`src/rtl/abrf_pkg.sv`:
```
package abrf_pkg;

    localparam int COORD_W = 9;
    localparam int CFG_W   = 9;

    localparam logic [1:0] KIND_FILL  = 2'd0;
    localparam logic [1:0] KIND_WRITE = 2'd1;
    localparam logic [1:0] KIND_READ  = 2'd2;

    localparam logic CFG_FRAME_WIDTH  = 1'b0;
    localparam logic CFG_FRAME_HEIGHT = 1'b1;

    typedef struct packed {
        logic [1:0]         kind;
        logic signed [15:0] start_x;
        logic signed [15:0] start_y;
        logic signed [15:0] end_x;
        logic signed [15:0] end_y;
        logic [31:0]        color;
    } cmd_t;

    typedef struct packed {
        logic [1:0]  done_kind;
        logic [31:0] pixel_data;
    } rsp_t;

    typedef enum logic [1:0] {
        OP_SKIP  = 2'd0,
        OP_SET   = 2'd1,
        OP_BLEND = 2'd2,
        OP_READ  = 2'd3
    } op_t;

    // one classified request, rectangle already clamped
    typedef struct packed {
        op_t                op;
        logic [1:0]         kind;
        logic [COORD_W-1:0] x0;
        logic [COORD_W-1:0] x1;
        logic [COORD_W-1:0] rows;
        logic [COORD_W-1:0] w;
        logic [31:0]        color;
    } job_t;

endpackage

```
`src/rtl/abrf_queue.sv`:
```
module abrf_queue #(
    parameter int AW = 16
) (
    input  logic           clk,
    input  logic           rst_n,
    input  logic           push,
    input  abrf_pkg::job_t push_job,
    input  logic [AW-1:0]  push_base,
    output logic           full,
    output logic           not_empty,
    input  logic           pop,
    output abrf_pkg::job_t pop_job,
    output logic [AW-1:0]  pop_base
);
    import abrf_pkg::*;

    job_t          jobs_reg [2];
    logic [AW-1:0] bases_reg [2];
    logic          wr_ptr_reg, wr_ptr_next;
    logic          rd_ptr_reg, rd_ptr_next;
    logic [1:0]    count_reg, count_next;

    assign full      = (count_reg == 2'd2);
    assign not_empty = (count_reg != 2'd0);
    assign pop_job   = jobs_reg[rd_ptr_reg];
    assign pop_base  = bases_reg[rd_ptr_reg];

    always_comb
    begin
        wr_ptr_next = push ? ~wr_ptr_reg : wr_ptr_reg;
        rd_ptr_next = pop ? ~rd_ptr_reg : rd_ptr_reg;
        count_next  = count_reg + {1'b0, push} - {1'b0, pop};
    end

    always_ff @(posedge clk or negedge rst_n)
    begin
        if (!rst_n)
        begin
            wr_ptr_reg <= 1'b0;
            rd_ptr_reg <= 1'b0;
            count_reg  <= 2'd0;
        end
        else
        begin
            wr_ptr_reg <= wr_ptr_next;
            rd_ptr_reg <= rd_ptr_next;
            count_reg  <= count_next;
        end
    end

    always_ff @(posedge clk)
    begin
        if (push)
        begin
            jobs_reg[wr_ptr_reg]  <= push_job;
            bases_reg[wr_ptr_reg] <= push_base;
        end
    end

endmodule

```
`config.mk`:
```
export PLATFORM = sky130hd
export DESIGN_NAME = abrf_queue
export DESIGN_NICKNAME = d
export VERILOG_FILES = /design/src/rtl/abrf_pkg.sv /design/src/rtl/abrf_queue.sv
export SDC_FILE = /design/constraint.sdc
export NUM_CORES = 1
export LEC_CHECK = 0
export BUFFER_PORTS_ARGS = -buffer_cell sky130_fd_sc_hd__buf_2
export CAP_MARGIN = 20
export CORE_UTILIZATION = 56
export CTS_CLUSTER_SIZE = 40
export DETAILED_ROUTE_END_ITERATION = 7
export GPL_ROUTABILITY_DRIVEN = 0
export PLACE_DENSITY = 0.85
export SLEW_MARGIN = 15
export SYNTH_ARGS = -nofsm -noshare
export SYNTH_HDL_FRONTEND = slang
export SYNTH_SLANG_ARGS = --single-unit
```
`constraint.sdc`:
```
create_clock -name clk -period 10 [get_ports clk]
set_input_delay 3 -clock clk [delete_from_list [all_inputs] [get_ports clk]]
set_output_delay 3 -clock clk [all_outputs]
set_load 0.02 [all_outputs]
```
-- Word-level counts from Yosys, hierarchy flattened
Memories as Yosys holds them, arrays and structs flattened.
Index checks and enable logic that the tools add are counted.
Widths: inputs -> output; s select.
- reduce and logical (&&, ||, !) cells: 1
- equal/unequal tests: 1
- $add $sub $neg: 2
- bitwise gates (word level): 2
- multiplexer cells: 2
- operator list (operator ; count):
    $add 2x1->2 ; 1
    $eq 2x2->1 const B ; 1
    $mux 1 ; 2
    $not 1->1 ; 2
    $reduce_bool 2->1 ; 1
    $sub 2x1->2 ; 1
- memories kept: 2
- word-level logic and storage cells: 13
- output and inout bits: 90
- input bits: 92
- bits in writable memories: 176
- bits in registers: 4
- memories (name ; depth ; bits a word ; read ports ; clocked after Yosys merged registers in ; write ports ; line ; text):
    jobs_reg ; 2 ; 72 ; 1 ; 0 ; 1 ; abrf_queue.sv:17 ; job_t jobs_reg [2];
    bases_reg ; 2 ; 16 ; 1 ; 0 ; 1 ; abrf_queue.sv:18 ; logic [AW-1:0] bases_reg [2];

-- Depth between registers and ports, before layout
- word-level depth: 2
- depth in mapped cells: 5
- depth with buffers taken out: 5

-- Worst setup path before layout
Ideal clock, no wire load.
- path kind: in2reg
- start point: input push
- end point: memory bases_reg[0][0], enable pin
- arrival time: 6.840 ns
- stages on the path: 1
- path slack: 2.615 ns
- required time: 9.454 ns
- cell sequence: nor2b_1
- word-level cells in the longest chain between the ends: 2
- ends and longest elaborated chain (item ; line ; text):
    start, declared ; abrf_queue.sv:6 ; input logic push,
    $mux 1 ; abrf_queue.sv:53 ; if (push)
    $mux 1 (not written as such) ; abrf_queue.sv:56 ; bases_reg[wr_ptr_reg] <= push_base;
    end, declared ; abrf_queue.sv:18 ;
No other way between the ends.

==> impl_metrics.ini <==
[cells_and_area]
antenna_cells = 0
nFillCells = 699
fin_nets = 577
seq_area_um2 = 5390
fin_cells = 637
multi_input_area_um2 = 1130
drive_above_1_share = 0.609
largest_register_ffs = 144
synthToLayoutAreaGrowth_pct = 24.9
final_area_um2 = 8220
final_util = 0.720

[placed_design]
place_inst = 606
dp.final_hpwl_um = 7320
placed_cell_area_um2 = 7650
io_buffers = 181
place_ws_ns = 4.82

[min_path]
min_from = wr_ptr_reg$_DFFE_PN0P_
min_path_type = register to register
whs_endpoint = wr_ptr_reg$_DFFE_PN0P_
min_path_cells = 1

[flow_run]
cap_violations = 0

[clocking]
ctsResizeCount = 0
cts_tree = done
clock_latency_ns = 0.41
cts.sinks = 180
postCtsHoldBufs = 0
clk_pin_slew_ns = 0.06
cts_buffers = 17
cts_setup_buffers = 0
cts_max_level = 4
clk_path_buf_depth = 2
cts-root-buf = clkbuf_16

[routing]
via_count = 3309
dr.pass1.iters = 4
vias_per_cell = 5.19
drcViolationCount = 0
met3_length_um = 728
totalWireLength_um = 11100
wl_per_cell_um = 17.4
wl_met1_um = 4450
drt_iter0_drc = 205
routed-wl-met2_um = 5740
top_layer_used = met5
ant_nets = 0

[sta]
final.setup.worst_slack_ns = 4.48
period_needed_ns = 5.52
fmax_mhz = 181
finalSetupTns_ns = 0
finalMaxSlewViolations = 0
worstMarginPinSlew_ns = 0.700
setup_violations = 0
skew_ns = 0.0101
max-slew-margin-rel = 0.533
finalCritPeriodShare = 0.552
fin_hold_ws_ns = 0.571
rsz0062_at_grt = no
hold_viol = 0

[global_route]
track_usage = 0.188
grt_max_degree = 51
grt_pass1_vias = 3395
antenna_found_initial = 1
grt_first_pass_wirelength_um = 17200
grt-ovfl-total = 0

[power_and_ir_drop]
total_power_mw = 2.43
ir_worst_vdd_mv = 0.302
power.density_nw_per_um2 = 296
total_leakage_power_nw = 3.15

[die]
initial_core_util = 0.576
core_um2 = 11400
die_w_um = 110
die_h_um = 110
rows = 39
ios = 182
dieArea_um2 = 12200

[worst_setup_path]
worstSetupPathType = register to output port
r2r_end = jobs_reg[0][60]$_DFFE_PP_
worstPathMaxFanout = 49
r2r_slack_ns = 8.16
arrival_ns = 2.52
worstReg2RegStart = wr_ptr_reg$_DFFE_PN0P_
r2r_cells = 2
startpoint_type = register
crit_path_end_kind = output port
worstPathRequired_ns = 7.00

[yosys]
syn_area_per_cell_um2 = 22.8
ys.warnings.count = 0
syn_nets = 383
seq_area_frac_synth = 0.818
synth_area_um2 = 6580
yosys_register_bits = 180
synthDistinctLibCells = 13
netlist_instances = 289

[outcome]
status = completed
[cells by family after synthesis]
logic type,synth area share
flip-flops,0.818
multiplexers,0.156
buffers and inverters,0.0116
AND/OR/NAND/NOR,0.00380
adder cells (fa/ha/maj),0.00380
XOR/XNOR,0.00627
[layout make-up]
cell class	count	area share
timing repair buffer	185	0.118
clock inverter	10	0.0134
multi-input combinational	97	0.137
inverter	2	0.000913
tap	143	0.0218
clock buffer	20	0.0531
sequential	180	0.656
[cells in the final DEF, fill, tap and decap left out]
master / netlist / routed
buf_2: 7 / 181
edfxtp_1: 176 / 176
mux2_2: 78 / 78
clkbuf_16: 0 / 17
mux2_4: 10 / 10
clkinvlp_4: 0 / 4
clkbuf_1: 0 / 3
clkinv_1: 0 / 3
dfrtp_1: 4 / 3
inv_1: 2 / 2
xor2_1: 2 / 2
ha_1: 2 / 2
bufinv_16: 0 / 2
buf_4: 0 / 2
xor3_1: 1 / 1
nor2b_4: 0 / 1
or2_2: 1 / 1
nor2b_1: 2 / 1
and2_4: 0 / 1
inv_6: 0 / 1
buf_12: 0 / 1
buf_16: 0 / 1
dfrtp_4: 0 / 1
[per-layer routing]
layer  GRT usage  vias up
met5           0        -
met4      0.0676        2
met3      0.0724       17
met2       0.308      128
met1       0.229     1628
li1            -     1534
[cell usage after synthesis]
master      n  share of area
and2_1      1        0.00095
buf_2       7         0.0053
buf_6       3         0.0051
dfrtp_1     4          0.015
edfxtp_1  176           0.80
ha_1        2         0.0038
inv_1       2         0.0011
mux2_2     78           0.13
mux2_4     10          0.023
nor2b_1     2         0.0019
or2_2       1        0.00095
xor2_1      2         0.0027
xor3_1      1         0.0036
[worst max-delay path by stage]
stage / startpoint / to / slack, ns / cells after the start
2_1_floorplan: push / bases_reg[0][0]$_DFFE_PP_ / 2.61 / 1
6_report: rd_ptr_reg$_DFFE_PN0P_ / pop_job[63] / 4.48 / 3
5_1_grt: rd_ptr_reg$_DFFE_PN0P_ / pop_job[22] / 4.36 / 3
3_3_place_gp: push / jobs_reg[0][52]$_DFFE_PP_ / 4.87 / 3
3_5_place_dp: push / jobs_reg[0][55]$_DFFE_PP_ / 4.82 / 3
4_1_cts: rd_ptr_reg$_DFFE_PN0P_ / pop_job[30] / 4.46 / 3
[worst max-delay path, cell delays in order (launching register included)]
cell and delay, ns:
dfrtp_4 0.78, buf_4 0.65, mux2_2 0.44, buf_2 0.16
[power by group]
group	leakage, nW	total (mW)	internal (mW)	switching [mW]
logic	1.20	0.748	0.314	0.433
clock network	0.251	0.617	0.363	0.254
registers	1.70	1.07	1.00	0.0669
total	3.15	2.43	1.68	0.755
Power figures use the tool's default switching activity.
