--- src/rtl/abrf_pkg.sv ---
package abrf_pkg;

    localparam int COORD_W = 9;
    localparam int CFG_W   = 9;

    localparam logic [1:0] KIND_FILL  = 2'd0;
    localparam logic [1:0] KIND_WRITE = 2'd1;
    localparam logic [1:0] KIND_READ  = 2'd2;

    localparam logic CFG_FRAME_WIDTH  = 1'b0;
    localparam logic CFG_FRAME_HEIGHT = 1'b1;

    typedef struct packed {
        logic [1:0]         kind;
        logic signed [15:0] start_x;
        logic signed [15:0] start_y;
        logic signed [15:0] end_x;
        logic signed [15:0] end_y;
        logic [31:0]        color;
    } cmd_t;

    typedef struct packed {
        logic [1:0]  done_kind;
        logic [31:0] pixel_data;
    } rsp_t;

    typedef enum logic [1:0] {
        OP_SKIP  = 2'd0,
        OP_SET   = 2'd1,
        OP_BLEND = 2'd2,
        OP_READ  = 2'd3
    } op_t;

    // one classified request, rectangle already clamped
    typedef struct packed {
        op_t                op;
        logic [1:0]         kind;
        logic [COORD_W-1:0] x0;
        logic [COORD_W-1:0] x1;
        logic [COORD_W-1:0] rows;
        logic [COORD_W-1:0] w;
        logic [31:0]        color;
    } job_t;

endpackage

--- src/rtl/abrf_front.sv ---
module abrf_front #(
    parameter int MAX_WIDTH  = 256,
    parameter int MAX_HEIGHT = 256,
    parameter int AW         = 16
) (
    input  logic                          clk,
    input  logic                          rst_n,
    input  logic                          start,
    output logic                          busy,
    input  abrf_pkg::cmd_t                cmd,
    input  logic [abrf_pkg::CFG_W-1:0]    frame_width,
    input  logic [abrf_pkg::CFG_W-1:0]    frame_height,
    output logic                          push,
    output abrf_pkg::job_t                push_job,
    output logic [AW-1:0]                 push_base,
    input  logic                          q_full
);
    import abrf_pkg::*;

    localparam logic [12:0] MAXW = 13'(MAX_WIDTH);
    localparam logic [12:0] MAXH = 13'(MAX_HEIGHT);

    logic                   f_valid_reg, f_valid_next;
    job_t                   f_job_reg, f_job_next;
    logic [COORD_W-1:0]     f_y0_reg, f_y0_next;
    logic                   accept;
    logic [COORD_W-1:0]     w_eff, h_eff;
    logic [COORD_W-1:0]     cx0, cx1, cy0, cy1;
    logic                   hit;
    logic [7:0]             alpha;
    logic [2*COORD_W-1:0]   base_prod;

    function automatic logic [COORD_W-1:0] clamp(input logic signed [15:0] v,
                                                 input logic [COORD_W-1:0] hi);
        logic signed [15:0] hs;
        hs = $signed({7'b0, hi});
        if (v < 0)
            clamp = '0;
        else if (v > hs)
            clamp = hi;
        else
            clamp = v[COORD_W-1:0];
    endfunction

    assign busy   = f_valid_reg | q_full;
    assign accept = start & ~busy;
    assign push   = f_valid_reg & ~q_full;

    assign w_eff = ({4'b0, frame_width} > MAXW) ? MAXW[COORD_W-1:0] : frame_width;
    assign h_eff = ({4'b0, frame_height} > MAXH) ? MAXH[COORD_W-1:0] : frame_height;

    assign cx0   = clamp(cmd.start_x, w_eff);
    assign cx1   = clamp(cmd.end_x, w_eff);
    assign cy0   = clamp(cmd.start_y, h_eff);
    assign cy1   = clamp(cmd.end_y, h_eff);
    assign alpha = cmd.color[31:24];
    assign hit   = (cmd.start_x >= 0) && (cmd.start_y >= 0)
                && (cmd.start_x < $signed({7'b0, w_eff}))
                && (cmd.start_y < $signed({7'b0, h_eff}));

    always_comb
    begin
        f_job_next       = f_job_reg;
        f_y0_next        = f_y0_reg;
        f_valid_next     = f_valid_reg;
        if (accept)
        begin
            f_valid_next     = 1'b1;
            f_job_next.kind  = cmd.kind;
            f_job_next.w     = w_eff;
            f_job_next.color = cmd.color;
            f_job_next.op    = OP_SKIP;
            f_job_next.x0    = cmd.start_x[COORD_W-1:0];
            f_job_next.x1    = cmd.start_x[COORD_W-1:0] + 1'b1;
            f_job_next.rows  = COORD_W'(1);
            f_y0_next        = cmd.start_y[COORD_W-1:0];
            unique case (cmd.kind)
                KIND_FILL:
                begin
                    f_job_next.x0   = cx0;
                    f_job_next.x1   = cx1;
                    f_job_next.rows = cy1 - cy0;
                    f_y0_next       = cy0;
                    if (alpha == 8'd0 || cx0 >= cx1 || cy0 >= cy1)
                        f_job_next.op = OP_SKIP;
                    else if (alpha == 8'hFF)
                        f_job_next.op = OP_SET;
                    else
                        f_job_next.op = OP_BLEND;
                end
                KIND_WRITE: f_job_next.op = hit ? OP_SET : OP_SKIP;
                KIND_READ:  f_job_next.op = hit ? OP_READ : OP_SKIP;
                default:    f_job_next.op = OP_SKIP;
            endcase
        end
        else if (push)
        begin
            f_valid_next = 1'b0;
        end
    end

    assign base_prod = {{COORD_W{1'b0}}, f_y0_reg} * {{COORD_W{1'b0}}, f_job_reg.w};
    assign push_job  = f_job_reg;
    assign push_base = AW'(base_prod);

    always_ff @(posedge clk or negedge rst_n)
    begin
        if (!rst_n)
            f_valid_reg <= 1'b0;
        else
            f_valid_reg <= f_valid_next;
    end

    always_ff @(posedge clk)
    begin
        f_job_reg <= f_job_next;
        f_y0_reg  <= f_y0_next;
    end

endmodule

--- config.mk ---
export PLATFORM = sky130hd
export DESIGN_NAME = abrf_front
export DESIGN_NICKNAME = d
export VERILOG_FILES = /design/src/rtl/abrf_pkg.sv /design/src/rtl/abrf_front.sv
export SDC_FILE = /design/constraint.sdc
export NUM_CORES = 1
export LEC_CHECK = 0
export BUFFER_PORTS_ARGS = -buffer_cell sky130_fd_sc_hd__buf_2
export CAP_MARGIN = 20
export CORE_MARGIN = 3
export CORE_UTILIZATION = 54
export CTS_CLUSTER_DIAMETER = 200
export DETAILED_ROUTE_END_ITERATION = 8
export PLACE_DENSITY = 0.89
export SYNTH_ARGS = -nofsm -noshare
export SYNTH_HDL_FRONTEND = slang
export SYNTH_SLANG_ARGS = --single-unit
--- constraint.sdc ---
create_clock -name clk -period 5.4 [get_ports clk]
set_input_delay 0.27 -clock clk [delete_from_list [all_inputs] [get_ports clk]]
set_output_delay 0.27 -clock clk [all_outputs]
set_load 0.05 [all_outputs]
Word level (Yosys, flattened, before mapping)
Cells that the tools add are included.
Storage, ports and cells
  register bits: 82
  input port bits: 120
  output and inout bits: 90
  logic and storage cells: 63
Operators by class
  add/sub/neg operators: 2
  $mul: 1
  $lt $le $gt $ge: 16
  eq/ne operators: 3
  muxes and demuxes: 19
  bitwise gates (word level): 5
  reduce and logical (&&, ||, !) cells: 8
Operators with widths (count)
  $mux 9: 11
  $gt 16x10->1: 4
  $lt 16x1->1 const B: 4
  $ge 16x1->1 const B: 2
  $lt 16x10->1: 2
  $mux 27: 1
  $ge 9x9->1: 2
  $gt 9x9->1 const B: 2
  $mul 9x9->16: 1
  $add 9x1->9 const B: 1
  $sub 9x9->9: 1
  $eq 8x8->1 const B: 1
  $logic_not 8->1: 1
  $mux 2: 3
  $pmux 2 s3: 1
  $logic_and 1x1->1: 3
  $mux 1: 3
  $and 1x1->1: 2
  $eq 2x1->1 const B: 1
  $eq 2x2->1 const B: 1
  $logic_not 2->1: 1
  $logic_or 1x1->1: 2
  $not 1->1: 2
  $reduce_bool 2->1: 1
  $or 1x1->1: 1

Depth between registers and ports, before layout
  depth in word-level cells: 10
  depth in mapped cells: 19
  depth with buffers taken out: 18

Worst setup path before layout
No wires, ideal clock.
  path type: reg-to-output
  start point: register f_job_reg (netlist bit push_job[34])
  end point: output push_base[15]
  arrival: 5246 ps
  required time: 5130 ps
  setup slack: -116 ps
  cell stages (with the launch flop): 17
  buffers on the path: 1
  cell sequence: edfxtp_1 > clkbuf_1 > nand2_1 > fa_1 > fa_1 > inv_1 > ha_1 > inv_1 > fa_1 > inv_1 > ha_1 > a211oi_1 > o21bai_1 > or4_1 > a221oi_2 > o21ai_1 > xnor2_1
On the way
  longest elaborated chain between the ends: 1
Ends and longest elaborated chain
  start: declaration: RTL line abrf_front.sv:24  | job_t f_job_reg, f_job_next;
  start signal: assignment: RTL line abrf_front.sv:116  | f_job_reg <= f_job_next;
  $mul 9x9->16: RTL line abrf_front.sv:102  | assign base_prod = {{COORD_W{1'b0}}, f_y0_reg} * {{COORD_W{1'b0}}, f_job_reg.w};
  end: declaration: RTL line abrf_front.sv:15  | output logic [AW-1:0] push_base,
No other way between the ends.

Worst setup path in the final report
  start point: register f_job_reg (netlist bit push_job[33])
  end point: output push_base[15]
The elaborated chain is that of the path after synthesis.

==> key figures <==
Run status
  – Status: complete, no violations

Pwr
  – PD cells: 315.6 nW/um2
  – Leak: 4.238 nW
  – Worst-case vdd ir drop: 0.0002163 V
  – Pwr Total: 2.899 mW

Job
  – Max-Cap Viols: 0

Final layout
  – Layout Nets: 1,236
  – Synthesis-to-finish area growth: 21.22%
  – Fin util: 68.01%
  – Fillcell total: 1,011
  – Antenna Cells: 0
  – Share of layout cells above drive strength 1: 27.64%
  – Max reg flops: 72

Floorplanning
  – Core area: 13,510 um2
  – # IOs: 210
  – Die width: 124.5 um
  – Die Area: 15,490 um2
  – FP Rows: 42
  – DIE HEIGHT: 124.5 um
  – Initial Util: 56.11%

Min path
  – Hold path cells: 1
  – Worst hold path class: in2reg

STA
  – Final setup viols: 0
  – Fin crit share: 96.68%
  – Slew HR: 50.62%
  – Slew @ Worst Pin: 0.7363 ns
  – Final Max Slew Viols: 0
  – Min Tclk post-route: 5.221 ns
  – Final hold vios: 0
  – FMAX: 0.1915 GHz
  – Clock Skews: 0.01024 ns

Routing
  – WL per Instance: 17.08 um
  – DRT iter0 DRCs: 492
  – Router iterations before antenna repair: 6
  – Post-route DRC: 0
  – Vias per cell: 5.703
  – WL final: 19.82 mm
  – DR vias: 6,615
  – Routed Antenna Nets: 0

Global route
  – Pin count of the biggest net entering global routing: 44
  – Initial antenna violation count: 1
  – Total grt overflow: 0
  – Gr usage total: 24.87%
  – First-pass GRT wire length: 31.80 mm
  – Vias in the first global route: 6,595

Worst setup path
  – Max FO, Critical Path: 7
  – Crit path top cell by count: fa_1
  – Worst EP arrival: 4.95 ns
  – Crit-path leading delay family: adder cells
  – Crit end category: output port
  – Largest stage delay on the critical path: 0.54 ns
  – R2r worst-path depth: 4
  – CP Class: reg2out
  – Critical-path cell list: buf_4, nand2_1, fa_1, fa_1, fa_1, fa_1, inv_1, ha_1, o21ai_0, o21bai_1, or4_1, a221oi_2, o21ai_2, xnor2_2, buf_4
  – CP Depth: 15
  – CP bufs+invs: 3
  – Slowest-stage cell, CP: fa_1
  – Crit start category: register
  – Worst Path Required: 5.13 ns

Synth
  – Synth cell types: 60
  – Area leader, netlist: edfxtp_1
  – Mapped Cells: 769
  – Post-synth top flop: edfxtp_1
  – Net Count, Synth: 1,026
  – Mapped Area: 7577 um2
  – Yosys reg bits: 82
  – Top-count cell post-synth: nand2_1
  – Number of synthesized flops with an enable pin: 81
  – Sequential area share after synthesis: 32.43%
  – Synth top cells by count: nand2_1, ha_1, inv_1
  – Async SR Flop Fraction: 1.220%
  – Top post-synthesis cells by area: edfxtp_1, ha_1, fa_1
  – Synthesized area per cell: 9.853 um2
  – Warnings, synthesis: 0
  – Synth top area share: 32.10%

CTS
  – CTS tree: built
  – H-tree levels: 3
  – Worst skew pair latency: 0.35 ns
  – Clk root buf: clkbuf_16
  – Clock net sink count: 82
  – CTS buffer count: 9
  – Clock Path Buffers: 2
  – CTS clock-pin slew for the worst setup and hold paths: 0.07 ns

Placed design
  – DP HPWL: 15.82 mm
  – Global placement routability congestion: 0.9143
  – Port buffer count: 209
[through the flow]
stage / hold slack, ns / setup slack [ns] / setup TNS [ns] / cells / cell area (um2)
after detailed placement: 0.04666 / 0.4314 / 0 / 1130 / 8752
after global routing: 0.08255 / -0.09245 / -0.1405 / 1160 / 9185
final: 0.09435 / 0.1792 / 0 / 1160 / 9185
after CTS: 0.09276 / 0.04567 / 0 / 1147 / 9064
after global placement: 0.04482 / 0.4731 / 0 / 1130 / 8752
after floorplan: -0.02559 / 0.1778 / 0 / 769 / 7585
[routing by layer]
metal	global-route usage, %	vias to the layer above	wire [um]
li1	-	3115	-
met1	30.01	3138	7754
met2	44.02	301	10090
met3	6.132	59	1418
met4	7.286	2	536
met5	0	-	13
[final timing paths]
check	startpoint	endpoint	slack [ns]
worst max-delay path	push_job[33]	push_base[15]	0.18
worst min-delay path	cmd[16]	push_job[16]	0.09
worst max register to register	f_valid_reg	push_job[63]	3.37
worst min register to register	f_valid_reg	f_valid_reg	0.49
max in group asynchronous	rst_n	f_valid_reg	5.08
min in group asynchronous	rst_n	f_valid_reg	0.23
[power by group]
part | total [mW] | switching, mW | internal (mW)
registers | 0.758 | 0.0186 | 0.739
logic | 1.52 | 1.03 | 0.491
clock network | 0.621 | 0.292 | 0.330
total | 2.90 | 1.34 | 1.56
[logic make-up after synthesis]
logic type      count (synthesis)  share of synthesized area, %
flops                          82                         32.43
mux                            11                         1.453
xor+xnor                       28                         3.237
fa+ha+maj                     137                         27.58
simple gates                  261                         16.91
compound gates                138                         12.48
buf+inv                       112                         5.911
[worst register-to-register path: stages (launching register included)]
cell,delay (ns)
dfrtp_1,0.38
or2_2,0.31
nor2_4,0.19
buf_12,0.25
buf_4,0.51
[cells in the final DEF (no fill, tap or decap), types with 4 or more instances in the layout]
| cell | count |
|---|---|
| fa_1 | 50 |
| o21ai_0 | 19 |
| nand3_1 | 21 |
| buf_2 | 208 |
| or2_2 | 14 |
| xnor2_1 | 20 |
| nand2_1 | 102 |
| or2_1 | 8 |
| nand4_1 | 14 |
| edfxtp_1 | 81 |
| a31oi_1 | 10 |
| nor2_1 | 33 |
| a21oi_1 | 40 |
| o31ai_1 | 9 |
| o2bb2ai_1 | 18 |
| and2_1 | 28 |
| clkbuf_16 | 9 |
| o21bai_1 | 4 |
| a21o_1 | 10 |
| ha_1 | 87 |
| xor2_1 | 7 |
| inv_1 | 82 |
| buf_4 | 16 |
| nor2b_1 | 9 |
| nor4_1 | 7 |
| mux2i_1 | 11 |
| nor3_1 | 7 |
[repair_timing]
action,4_1_cts,5_1_grt
hold buffers,1,0
hold endpoints to repair,1,0
setup endpoints to repair,0,2
gates resized for setup,0,4
buffers inserted,0,12
[cell type report]
type / instances / area (um2) / area share [%]
clock buffer: 9 / 225.2 / 2.452
inverter: 85 / 319.1 / 3.474
clock inverter: 7 / 76.32 / 0.8309
timing repair buffer: 226 / 1191 / 12.97
sequential: 82 / 2457 / 26.75
multi-input combinational: 575 / 4696 / 51.12
tap: 176 / 220.2 / 2.397
Note: power is estimated with default switching activity, not from simulation.
